$ cat src/rtl/cfv_pkg.sv
// shared types and constants for the convolution block
// no dependencies
`timescale 1ns / 1ps
package cfv_pkg;
  localparam int unsigned MaxInMaps  = 16;
  localparam int unsigned MaxOutMaps = 16;
  localparam int unsigned MaxSide    = 64;
  localparam int unsigned MaxWindow  = 8;
  localparam int unsigned ImW  = $clog2(MaxInMaps);
  localparam int unsigned OmW  = $clog2(MaxOutMaps);
  localparam int unsigned SdW  = $clog2(MaxSide);
  localparam int unsigned WnW  = $clog2(MaxWindow);
  localparam int unsigned WAddrW = OmW + ImW + 2 * WnW;
  localparam int unsigned SAddrW = ImW + 2 * SdW;
  localparam int unsigned QDepth = 4;

  typedef enum logic [1:0] {
    OpWeight = 2'd0, OpBias = 2'd1, OpSample = 2'd2, OpCompute = 2'd3
  } op_e;

  typedef enum logic [2:0] {
    RegInWidth = 3'd0, RegInHeight = 3'd1, RegWinWidth = 3'd2,
    RegWinHeight = 3'd3, RegInMaps = 3'd4, RegOutMaps = 3'd5
  } reg_e;

  // classified request handed from front to back
  typedef struct packed {
    logic            bad;
    logic [OmW-1:0]  om;
    logic [SdW-1:0]  py;
    logic [SdW-1:0]  px;
    logic [WnW:0]    ww;
    logic [WnW:0]    wh;
    logic [ImW:0]    nin;
  } job_t;

  function automatic logic signed [15:0] sat16(input logic signed [31:0] v);
    logic signed [15:0] r;
    if (v > 32'sd32767) r = 16'sh7fff;
    else if (v < -32'sd32768) r = 16'sh8000;
    else r = v[15:0];
    return r;
  endfunction
endpackage

$ cat src/rtl/cfv_queue.sv
// short request queue between front and back
// depends on cfv_pkg
`timescale 1ns / 1ps
module cfv_queue (
  input  logic           clk_i,
  input  logic           rst_ni,
  input  logic           push_i,
  input  cfv_pkg::job_t  data_i,
  output logic           full_o,
  input  logic           pop_i,
  output logic           empty_o,
  output cfv_pkg::job_t  data_o
);
  localparam int unsigned AW = $clog2(cfv_pkg::QDepth);
  cfv_pkg::job_t mem_q [cfv_pkg::QDepth];
  logic [AW-1:0] wp_q, rp_q;
  logic [AW:0]   cnt_q;

  assign full_o  = (cnt_q == AW'(0) + (AW+1)'(cfv_pkg::QDepth));
  assign empty_o = (cnt_q == '0);
  assign data_o  = mem_q[rp_q];

  // storage
  always_ff @(posedge clk_i) begin
    if (push_i) mem_q[wp_q] <= data_i;
  end

  // pointers
  always_ff @(posedge clk_i or negedge rst_ni) begin
    if (!rst_ni) begin
      wp_q <= '0; rp_q <= '0; cnt_q <= '0;
    end else begin
      if (push_i) wp_q <= wp_q + 1'b1;
      if (pop_i) rp_q <= rp_q + 1'b1;
      cnt_q <= cnt_q + (AW+1)'(push_i) - (AW+1)'(pop_i);
    end
  end
endmodule

$ cat config.mk
export PLATFORM = sky130hd
export DESIGN_NAME = cfv_queue
export DESIGN_NICKNAME = d
export VERILOG_FILES = /design/src/rtl/cfv_pkg.sv /design/src/rtl/cfv_queue.sv
export SDC_FILE = /design/constraint.sdc
export NUM_CORES = 1
export LEC_CHECK = 0
export BUFFER_PORTS_ARGS = -buffer_cell sky130_fd_sc_hd__buf_2
export CELL_PAD_IN_SITES_DETAIL_PLACEMENT = 0
export CELL_PAD_IN_SITES_GLOBAL_PLACEMENT = 1
export CORE_UTILIZATION = 45
export DETAILED_ROUTE_END_ITERATION = 16
export PLACE_DENSITY_LB_ADDON = 0.1
export SYNTH_ARGS = -nofsm -noshare
export SYNTH_HDL_FRONTEND = slang
export SYNTH_SLANG_ARGS = --single-unit
$ cat constraint.sdc
create_clock -name clk_i -period 1.9 [get_ports clk_i]
set_input_delay 0.475 -clock clk_i [delete_from_list [all_inputs] [get_ports clk_i]]
set_output_delay 0.475 -clock clk_i [all_outputs]
set_load 0.01 [all_outputs]
==> results.py <==
metrics = {
    "layout": {
        "fin_util_pct": 60.1,
        "layout.nets": 332,
        "instances_no_fill": 440,
        "area_growth_pct": 29.8,
        "layout-drive-gt1-share_pct": 49.7,
        "n_antenna_cell": 0,
    },
    "placed_design": {
        "gp_congestion": 0.665,
        "dp_cells": 400,
        "dp_hpwl_mm": 5.02,
        "port_buffers": 65,
    },
    "global_routing": {
        "track_usage_pct": 16.0,
        "grt_pass1_vias": 2382,
        "antenna_found_initial": 0,
        "overflow": 0,
        "grt_max_degree": 24,
        "grt_pass1_wl_mm": 12.6,
    },
    "synth": {
        "syn-num-nets": 232,
        "synth.ff_latch_count": 127,
        "yosys_warnings": 0,
        "synthArstFlopShare_pct": 5.51,
        "synth_cell_types": 17,
        "yosysMostFrequentCell": "edfxtp_1",
        "synthFlopType": "edfxtp_1",
        "synth_top_area_share_pct": 75.7,
        "synth_common_cells": "120 x edfxtp_1, 28 x mux4_2, 7 x dfrtp_1",
        "synth_edf_count": 120,
        "synth_area_leaders": "edfxtp_1 76%, mux4_2 13%, dfrtp_1 3.7%",
        "synthCells": 191,
        "ys_seq_area_share_pct": 79.4,
        "syn_area_um2": 4760,
        "postSynthAreaPerCell_um2": 24.9,
        "synth_top_area_cell": "edfxtp_1",
    },
    "clocking": {
        "clock_sinks": 127,
        "path_clk_slew_ps": 60,
        "cts_tree": "built",
        "clock_latency_ps": 500,
        "numCtsBuffers": 17,
        "cts_root_buffer": "clkbuf_8",
        "htree_num_levels": 4,
        "ctsLongestPathBuffers": 2,
    },
    "critical_path": {
        "critPathLaunchType": "flip-flop",
        "cp.arrival_ps": 1860,
        "required_ps": 1420,
        "path_class": "reg2out",
        "path_max_fanout": 6,
        "setup.worst_path.end_class": "primary output",
    },
    "sta": {
        "slew_viol_final": 0,
        "worst_pin_slew_ps": 300,
        "max_freq_ghz": 0.427,
        "skew_ps": 6.88,
        "final.min_clock_period_ps": 2340,
        "maxSlewHeadroom_pct": 80.0,
        "fin_crit_sh_pct": 123,
        "fin_ws_ps": -440,
        "rsz0062_at_grt": "yes",
        "setup_viol": 30,
        "final_hold_viol_count": 0,
    },
    "route": {
        "antenna_left": 0,
        "post_drt_wl_per_cell_um": 17.8,
        "dr.pass1.iters": 4,
        "detail_route.iter0.violations": 52,
        "route.detailed.drc": 0,
        "totalWireLength_mm": 7.85,
        "post_drt_via_cell_ratio": 5.01,
        "vias": 2206,
    },
    "die": {
        "dieArea_um2": 11000,
        "initial_core_util_pct": 46.3,
        "rows": 37,
        "io_pins": 66,
        "fp.coreArea_um2": 10300,
        "fp.dieH_um": 105,
        "die_x_um": 105,
    },
    "job": {
        "drv.max_cap_violation_count": 0,
    },
    "power": {
        "power_density_nw_per_um2": 1700,
        "ir_drop_mv": 0.875,
        "p_leak_nw": 2.25,
    },
    "run_status": {
        "status": "complete, but fails checks",
        "violations": "setup timing",
    },
    "hold_path": {
        "min_path_type": "in2reg",
    },
}
==> path summary, 6_finish.rpt <==
path	start	cells past startpoint	slack (ps)	endpoint
worst max-delay path	rp_q[0]	4	-440	data_o[15]
worst min register to register	wp_q[0]	1	520	wp_q[0]
min in group asynchronous	rst_ni	2	330	cnt_q[0]
worst max register to register	cnt_q[0]	7	250	cnt_q[2]
worst min-delay path	data_i[23]	1	180	mem_q[1][23]
max in group asynchronous	rst_ni	2	1390	rp_q[0]
==> through the flow <==
stage	setup WS (ps)	area [µm²]	hold WS [ps]	total power [mW]	TNS, ps
floorplan	145	4760	179	5.65	0
detailed placement	29.6	5370	322	6.67	0
finish	-440	6180	180	10.5	-11930
global placement	29.4	5370	320	6.66	0
CTS	-479	6150	156	10.6	-13250
global route	-522	6180	160	11.0	-14380
==> what timing repair did <==
action / 4_1_cts / 5_1_grt
setup buffers: 6 / 2
cloned: 1 / 0
endpoints found under the hold margin: 7 / 0
gates resized for setup: 9 / 9
endpoints found under the setup margin: 30 / 30
hold buffers: 1 / 0
==> flip-flops by register name, indices dropped and copies added (netlist names) <==
signal and flops:
rp_q 2, mem_q 120, cnt_q 3, wp_q 2
==> worst max-delay path: stages, from the launching register on <==
cell and delay, ps:
dfrtp_2 440, buf_4 140, buf_12 120, mux4_2 510, buf_2 160
==> power breakdown <==
| group | total (mW) | internal [mW] | leakage (nW) | switching [mW] |
|---|---|---|---|---|
| Sequential | 3.84 | 3.68 | 1.18 | 0.163 |
| Combinational | 3.00 | 1.62 | 0.740 | 1.38 |
| Clock | 3.68 | 2.54 | 0.323 | 1.15 |
| Total | 10.5 | 7.84 | 2.25 | 2.69 |
==> cells in the final DEF, fill, tap and decap left out <==
master	Yosys	routed
inv_1	6	6
nor3_1	1	1
dfrtp_2	0	1
mux4_2	28	29
and2_2	0	4
buf_12	3	6
bufinv_16	0	7
o21ai_0	1	1
mux4_1	2	1
clkinvlp_4	0	2
dfrtp_1	7	6
fa_1	1	1
xnor2_1	3	3
buf_2	3	56
nand2_1	2	2
buf_8	0	1
ha_1	6	6
buf_6	1	12
edfxtp_1	120	120
dlygate4sd3_1	0	1
inv_6	0	1
xor2_1	2	2
clkbuf_1	0	2
clkbuf_16	0	16
clkinv_4	0	3
and3_1	1	1
buf_4	0	12
clkbuf_8	0	1
==> cell type report <==
cell class / instances / area [µm²]
repair buffers: 88 / 651
clock buffers: 19 / 422
inverters: 6 / 22.5
clock inverters: 13 / 260
multi-input cells: 51 / 872
fillers: 761 / 4100
well taps: 136 / 170
flip-flops and latches: 127 / 3780
==> logic make-up after synthesis <==
| kind of cell | share of synthesized area (%) |
|---|---|
| AO/OA/AOI/OAI | 0.105 |
| adder cells (fa/ha/maj) | 2.00 |
| XOR/XNOR | 0.920 |
| buffers and inverters | 2.29 |
| multiplexers | 14.4 |
| AND/OR/NAND/NOR | 0.920 |
| flip-flops | 79.4 |
==> layer usage <==
layer | track usage, % | vias to the layer above | part of all wire (%)
met1 | 19.7 | 1147 | 43
met3 | 4.93 | 10 | 3.7
met2 | 26.3 | 49 | 52
li1 | - | 1000 | -
met4 | 6.94 | 0 | 1.1
met5 | 0 | - | 0
(Power assumes the default switching activity.)
