[src/rtl/cfv_pkg.sv]
// shared types and constants for the convolution block
// no dependencies
`timescale 1ns / 1ps
package cfv_pkg;
  localparam int unsigned MaxInMaps  = 16;
  localparam int unsigned MaxOutMaps = 16;
  localparam int unsigned MaxSide    = 64;
  localparam int unsigned MaxWindow  = 8;
  localparam int unsigned ImW  = $clog2(MaxInMaps);
  localparam int unsigned OmW  = $clog2(MaxOutMaps);
  localparam int unsigned SdW  = $clog2(MaxSide);
  localparam int unsigned WnW  = $clog2(MaxWindow);
  localparam int unsigned WAddrW = OmW + ImW + 2 * WnW;
  localparam int unsigned SAddrW = ImW + 2 * SdW;
  localparam int unsigned QDepth = 4;

  typedef enum logic [1:0] {
    OpWeight = 2'd0, OpBias = 2'd1, OpSample = 2'd2, OpCompute = 2'd3
  } op_e;

  typedef enum logic [2:0] {
    RegInWidth = 3'd0, RegInHeight = 3'd1, RegWinWidth = 3'd2,
    RegWinHeight = 3'd3, RegInMaps = 3'd4, RegOutMaps = 3'd5
  } reg_e;

  // classified request handed from front to back
  typedef struct packed {
    logic            bad;
    logic [OmW-1:0]  om;
    logic [SdW-1:0]  py;
    logic [SdW-1:0]  px;
    logic [WnW:0]    ww;
    logic [WnW:0]    wh;
    logic [ImW:0]    nin;
  } job_t;

  function automatic logic signed [15:0] sat16(input logic signed [31:0] v);
    logic signed [15:0] r;
    if (v > 32'sd32767) r = 16'sh7fff;
    else if (v < -32'sd32768) r = 16'sh8000;
    else r = v[15:0];
    return r;
  endfunction
endpackage

[src/rtl/cfv_front.sv]
// front end: config registers, store write decode, request classification
// depends on cfv_pkg
`timescale 1ns / 1ps
module cfv_front (
  input  logic                clk_i,
  input  logic                rst_ni,
  input  logic                cfg_valid,
  output logic                cfg_ready,
  input  logic [2:0]          cfg_index,
  input  logic [31:0]         cfg_data,
  input  logic                acc_i,
  input  logic [1:0]          operation_i,
  input  logic [3:0]          out_map_i,
  input  logic [5:0]          pos_y_i,
  input  logic [5:0]          pos_x_i,
  output logic                wr_w_o,
  output logic                wr_b_o,
  output logic                wr_s_o,
  output logic                job_v_o,
  output cfv_pkg::job_t       job_o
);
  logic [6:0] iw_q, ih_q;
  logic [3:0] ww_q, wh_q;
  logic [4:0] nin_q, nout_q;
  logic [6:0] iw, ih;
  logic [3:0] ww, wh;
  logic [4:0] nin, nout;

  assign cfg_ready = 1'b1;

  // config registers
  always_ff @(posedge clk_i or negedge rst_ni) begin
    if (!rst_ni) begin
      iw_q <= 7'd64; ih_q <= 7'd64; ww_q <= 4'd3; wh_q <= 4'd3;
      nin_q <= 5'd1; nout_q <= 5'd1;
    end else if (cfg_valid) begin
      unique case (cfg_index)
        cfv_pkg::RegInWidth:   iw_q   <= cfg_data[6:0];
        cfv_pkg::RegInHeight:  ih_q   <= cfg_data[6:0];
        cfv_pkg::RegWinWidth:  ww_q   <= cfg_data[3:0];
        cfv_pkg::RegWinHeight: wh_q   <= cfg_data[3:0];
        cfv_pkg::RegInMaps:    nin_q  <= cfg_data[4:0];
        cfv_pkg::RegOutMaps:   nout_q <= cfg_data[4:0];
        default: ;
      endcase
    end
  end

  // clamp into legal ranges
  always_comb begin
    iw = (iw_q == 7'd0) ? 7'd1 : ((iw_q > 7'd64) ? 7'd64 : iw_q);
    ih = (ih_q == 7'd0) ? 7'd1 : ((ih_q > 7'd64) ? 7'd64 : ih_q);
    ww = (ww_q == 4'd0) ? 4'd1 : ((ww_q > 4'd8) ? 4'd8 : ww_q);
    wh = (wh_q == 4'd0) ? 4'd1 : ((wh_q > 4'd8) ? 4'd8 : wh_q);
    nin = (nin_q == 5'd0) ? 5'd1 : ((nin_q > 5'd16) ? 5'd16 : nin_q);
    nout = (nout_q == 5'd0) ? 5'd1 : ((nout_q > 5'd16) ? 5'd16 : nout_q);
  end

  // classify
  always_comb begin
    wr_w_o = acc_i && (operation_i == cfv_pkg::OpWeight) && pos_y_i < 6'd8 && pos_x_i < 6'd8;
    wr_b_o = acc_i && (operation_i == cfv_pkg::OpBias);
    wr_s_o = acc_i && (operation_i == cfv_pkg::OpSample);
    job_v_o = acc_i && (operation_i == cfv_pkg::OpCompute);
    job_o.bad = ({3'd0, ww} > iw) || ({3'd0, wh} > ih) || ({1'b0, out_map_i} >= nout)
             || ({1'b0, pos_x_i} > iw - {3'd0, ww}) || ({1'b0, pos_y_i} > ih - {3'd0, wh});
    job_o.om  = out_map_i;
    job_o.py  = pos_y_i;
    job_o.px  = pos_x_i;
    job_o.ww  = ww;
    job_o.wh  = wh;
    job_o.nin = nin;
  end
endmodule

[config.mk]
export PLATFORM = sky130hd
export DESIGN_NAME = cfv_front
export DESIGN_NICKNAME = d
export VERILOG_FILES = /design/src/rtl/cfv_pkg.sv /design/src/rtl/cfv_front.sv
export SDC_FILE = /design/constraint.sdc
export NUM_CORES = 1
export LEC_CHECK = 0
export BUFFER_PORTS_ARGS = -buffer_cell sky130_fd_sc_hd__buf_2
export CAP_MARGIN = 25
export CORE_MARGIN = 4
export CORE_UTILIZATION = 44
export DETAILED_ROUTE_END_ITERATION = 6
export PLACE_DENSITY = 0.73
export SLEW_MARGIN = 20
export SYNTH_ARGS = -nofsm -noshare
export SYNTH_HDL_FRONTEND = slang
export SYNTH_SLANG_ARGS = --single-unit
[constraint.sdc]
create_clock -name clk_i -period 3.9 [get_ports clk_i]
set_clock_uncertainty 0.1 [all_clocks]
set_input_delay 0.195 -clock clk_i [delete_from_list [all_inputs] [get_ports clk_i]]
set_output_delay 0.195 -clock clk_i [all_outputs]
set_load 0.005 [all_outputs]
==> run_summary.xml <==
<?xml version="1.0" encoding="UTF-8"?>
<metrics>
  <group name="sta">
    <metric name="period_minus_slack" unit="ns">3.65</metric>
    <metric name="timing.hold.ws" unit="ns">0.0490</metric>
    <metric name="timing.final.hold_violations" unit="">0</metric>
    <metric name="final.period_utilization" unit="">0.936</metric>
    <metric name="setup_viol_count_final" unit="">0</metric>
    <metric name="rsz_0062_raised_after_global_routing" unit="">false</metric>
    <metric name="timing.slew.headroom" unit="">0.538</metric>
    <metric name="tightestPinTransition" unit="ns">0.693</metric>
    <metric name="final_setup_tns" unit="ns">0</metric>
    <metric name="timing_max_transition_violations_final" unit="">0</metric>
    <metric name="max_clock_freq" unit="MHz">274</metric>
    <metric name="finalWorstSetupSlack" unit="ns">0.248</metric>
  </group>
  <group name="synthesis">
    <metric name="synth-edff-count" unit="">0</metric>
    <metric name="post_synth_inst_count" unit="">244</metric>
    <metric name="postSynthAreaPerCell" unit="µm²">9.81</metric>
    <metric name="synth-warning-count" unit="">0</metric>
    <metric name="ys_seq_area_frac" unit="">0.339</metric>
    <metric name="synth.ff_latch_count" unit="">32</metric>
    <metric name="synth.cell_area" unit="µm²">2390</metric>
    <metric name="syn_nets" unit="">327</metric>
    <metric name="netlist-cell-type-count" unit="">41</metric>
    <metric name="async_set_reset_flop_share_out_of_synthesis" unit="">1.00</metric>
    <metric name="synth_flop_cell" unit="">dfrtp_1</metric>
  </group>
  <group name="setup_path">
    <metric name="critical_path.startpoint" unit="">iw_q[4]</metric>
    <metric name="regToRegStartpoint" unit="">iw_q[6]</metric>
    <metric name="worstSetupPathType" unit="">register to primary output</metric>
    <metric name="critical_path_peak_fanout" unit="">6</metric>
    <metric name="crit_arrival" unit="ns">3.36</metric>
    <metric name="reg2reg_depth" unit="">2</metric>
    <metric name="regToRegEndpoint" unit="">iw_q[6]</metric>
    <metric name="setup.worst_path.start_class" unit="">register</metric>
    <metric name="reg2reg_setup_slack" unit="ns">2.90</metric>
    <metric name="setup.worst_path.end" unit="">job_o[29]</metric>
    <metric name="cp_top_family" unit="">compound AO/OA/AOI/OAI gates</metric>
    <metric name="worstSetupPathDepth" unit="">15</metric>
    <metric name="critical_path_required" unit="ns">3.61</metric>
    <metric name="critical_path_buf_inv_count" unit="">2</metric>
    <metric name="critPathCaptureType" unit="">primary output</metric>
    <metric name="crit_chain" unit="">or4_1 -&gt; nor2_1 -&gt; o21ai_0 -&gt; ha_1 -&gt; inv_1 -&gt; fa_1 -&gt; a211oi_2 -&gt; nor2_2 -&gt; xnor2_1 -&gt; ha_1 -&gt; a21o_1 -&gt; a221o_1 -&gt; o211ai_1 -&gt; o211ai_1 -&gt; buf_2</metric>
    <metric name="cp_slowest_cell" unit="">or4_1</metric>
    <metric name="crit_path_max_incr_delay" unit="ns">0.46</metric>
  </group>
  <group name="floorplanning">
    <metric name="die-width" unit="µm">81.8</metric>
    <metric name="rows" unit="">26</metric>
    <metric name="fp.dieArea" unit="µm²">6690</metric>
    <metric name="ios" unit="">92</metric>
    <metric name="core" unit="µm²">5200</metric>
    <metric name="initial_utilization" unit="">0.460</metric>
    <metric name="die-height" unit="µm">81.8</metric>
  </group>
  <group name="clock_tree">
    <metric name="tritoncts_clock_tree" unit="">yes</metric>
    <metric name="worst_skew_pair.late_latency" unit="ns">0.28</metric>
    <metric name="cts_made_buffers" unit="">5</metric>
    <metric name="cts-root-buf" unit="">clkbuf_8</metric>
    <metric name="htreeDepth" unit="">2</metric>
    <metric name="path_clk_slew" unit="ns">0.06</metric>
    <metric name="cts_num_sinks" unit="">32</metric>
    <metric name="cts.path.max_buffers" unit="">2</metric>
  </group>
  <group name="final_layout">
    <metric name="instances_no_fill" unit="">367</metric>
    <metric name="antenna-diode-count" unit="">0</metric>
    <metric name="layout-drive-gt1-share" unit="">0.391</metric>
    <metric name="final_cell_mix" unit="">65 x buf_2, 29 x mux2_2, 24 x ha_1, 23 x dfrtp_1, 21 x nor2_1</metric>
    <metric name="finish.utilization" unit="">0.534</metric>
    <metric name="layout-area-overhead-vs-synth" unit="%">16.0</metric>
    <metric name="mostFrequentLayoutCell" unit="">buf_2</metric>
    <metric name="finish.instance_area" unit="µm²">2780</metric>
    <metric name="num-nets-final" unit="">379</metric>
    <metric name="num-fill-cells" unit="">473</metric>
  </group>
  <group name="routing">
    <metric name="routed_wl" unit="mm">4.74</metric>
    <metric name="detail_route.first_pass.iterations" unit="">6</metric>
    <metric name="detail_route.iter0.violations" unit="">57</metric>
    <metric name="viasPerCell" unit="">5.09</metric>
    <metric name="routed-via-count" unit="">1867</metric>
    <metric name="wl_per_cell" unit="µm">12.9</metric>
    <metric name="final_antenna_net_count" unit="">0</metric>
    <metric name="route.detailed.drc" unit="">0</metric>
  </group>
  <group name="placed_design">
    <metric name="dp_worst_setup_slack" unit="ns">0.476</metric>
    <metric name="buffer_ports.inserted" unit="">65</metric>
    <metric name="hpwlAfterDp" unit="mm">3.79</metric>
    <metric name="dp_cells" unit="">358</metric>
    <metric name="gp_routability_congestion" unit="">0.817</metric>
    <metric name="placed_cell_area" unit="µm²">2670</metric>
  </group>
  <group name="global_routing">
    <metric name="grt_pass1_vias" unit="">1815</metric>
    <metric name="grt_first_pass_wirelength" unit="mm">7.89</metric>
    <metric name="grt_max_degree" unit="">33</metric>
    <metric name="antenna_violations_before_repair" unit="">0</metric>
    <metric name="track_usage" unit="">0.154</metric>
    <metric name="grt.overflow.total" unit="">0</metric>
  </group>
  <group name="power_and_ir_drop">
    <metric name="leakage" unit="nW">1.39</metric>
    <metric name="vdd_drop_max" unit="µV">294</metric>
    <metric name="finalPower" unit="mW">1.49</metric>
    <metric name="power_density_over_cell_area" unit="nW/µm²">538</metric>
  </group>
  <group name="status">
    <metric name="run_status" unit="">finished clean</metric>
  </group>
  <group name="hold_path">
    <metric name="hold_path_class" unit="">input pin to register</metric>
  </group>
  <group name="flow_run">
    <metric name="cap_viol_max_count" unit="">0</metric>
  </group>
</metrics>
[worst min-delay path by stage]
stage,start,to,depth (start not counted)
floorplan,rst_ni,ih_q[0],0
global placement,rst_ni,nin_q[2],1
detailed placement,rst_ni,nin_q[2],1
CTS,cfg_data[6],iw_q[6],3
global route,cfg_data[6],iw_q[6],3
finish,cfg_data[6],iw_q[6],3
[worst reg2reg max path, stage by stage (launching register included)]
cell and delay [ns]:
dfstp_2 0.57, inv_1 0.09, o21ai_0 0.17
[synth_stat cells, drive strengths merged, types with 3 or more instances]
master	number	area, µm²
o21ai	10	50.1
dfstp	8	210
nor2b	10	62.6
dfrtp	24	601
ha	24	300
buf	18	133
inv	18	67.6
xnor2	4	35.0
o21bai	3	22.5
nor3	6	35.0
mux2	29	327
a21o	3	22.5
mux2i	3	30.0
nand2b	5	31.3
a21oi	7	35.0
nor2	22	82.6
nand2	16	60.1
clkbuf	4	15.0
[per-layer routing]
metal / wire length, µm / track usage / up-vias / part of all wire
met3: 410 / 0.0395 / 6 / 0.086
li1: - / - / 944 / -
met2: 2160 / 0.252 / 62 / 0.45
met4: 59 / 0.0532 / 0 / 0.012
met1: 2110 / 0.197 / 855 / 0.45
met5: 0 / 0 / - / 0
[state kept, by name, summed over array words and instances (netlist names)]
name,count
ih_q,7
iw_q,7
nin_q,5
nout_q,5
wh_q,4
ww_q,4
[cell families (layout without fill, tap and decap cells)]
logic type / count (synthesis) / in the layout / synth area share
xor gates and xnor gates: 6 / 6 / 0.0219
muxes: 32 / 32 / 0.149
and+or+nand+nor: 74 / 74 / 0.169
other: 1 / 1 / 0.00157
adders and majority gates: 26 / 26 / 0.142
AOI/OAI and AO/OA: 33 / 33 / 0.0883
buffers and inverters: 40 / 93 / 0.0899
DFF: 32 / 32 / 0.339
[where the power goes]
part           switching (mW)  total, mW  internal (mW)  leakage [nW]
clock                   0.117      0.257          0.140        0.0510
sequential             0.0642      0.484          0.420         0.371
combinational           0.374      0.753          0.379         0.965
[repair_timing]
item                                   in CTS  in global routing
hold buffers                                1                  0
buffers inserted                            0                  0
setup endpoints to repair                   0                  1
resized for setup                           0                  3
endpoints found under the hold margin      24                  0
[layout make-up]
type,count,area [µm²],share of cell area
clock buffer,6,82.6,0.0297
clock inverter,2,10.0,0.00360
inverter,18,67.6,0.0243
multi-input combinational,172,1380,0.495
sequential,32,812,0.292
tap,70,87.6,0.0315
timing repair buffer,67,343,0.123
Power figures use the tool's default switching activity.
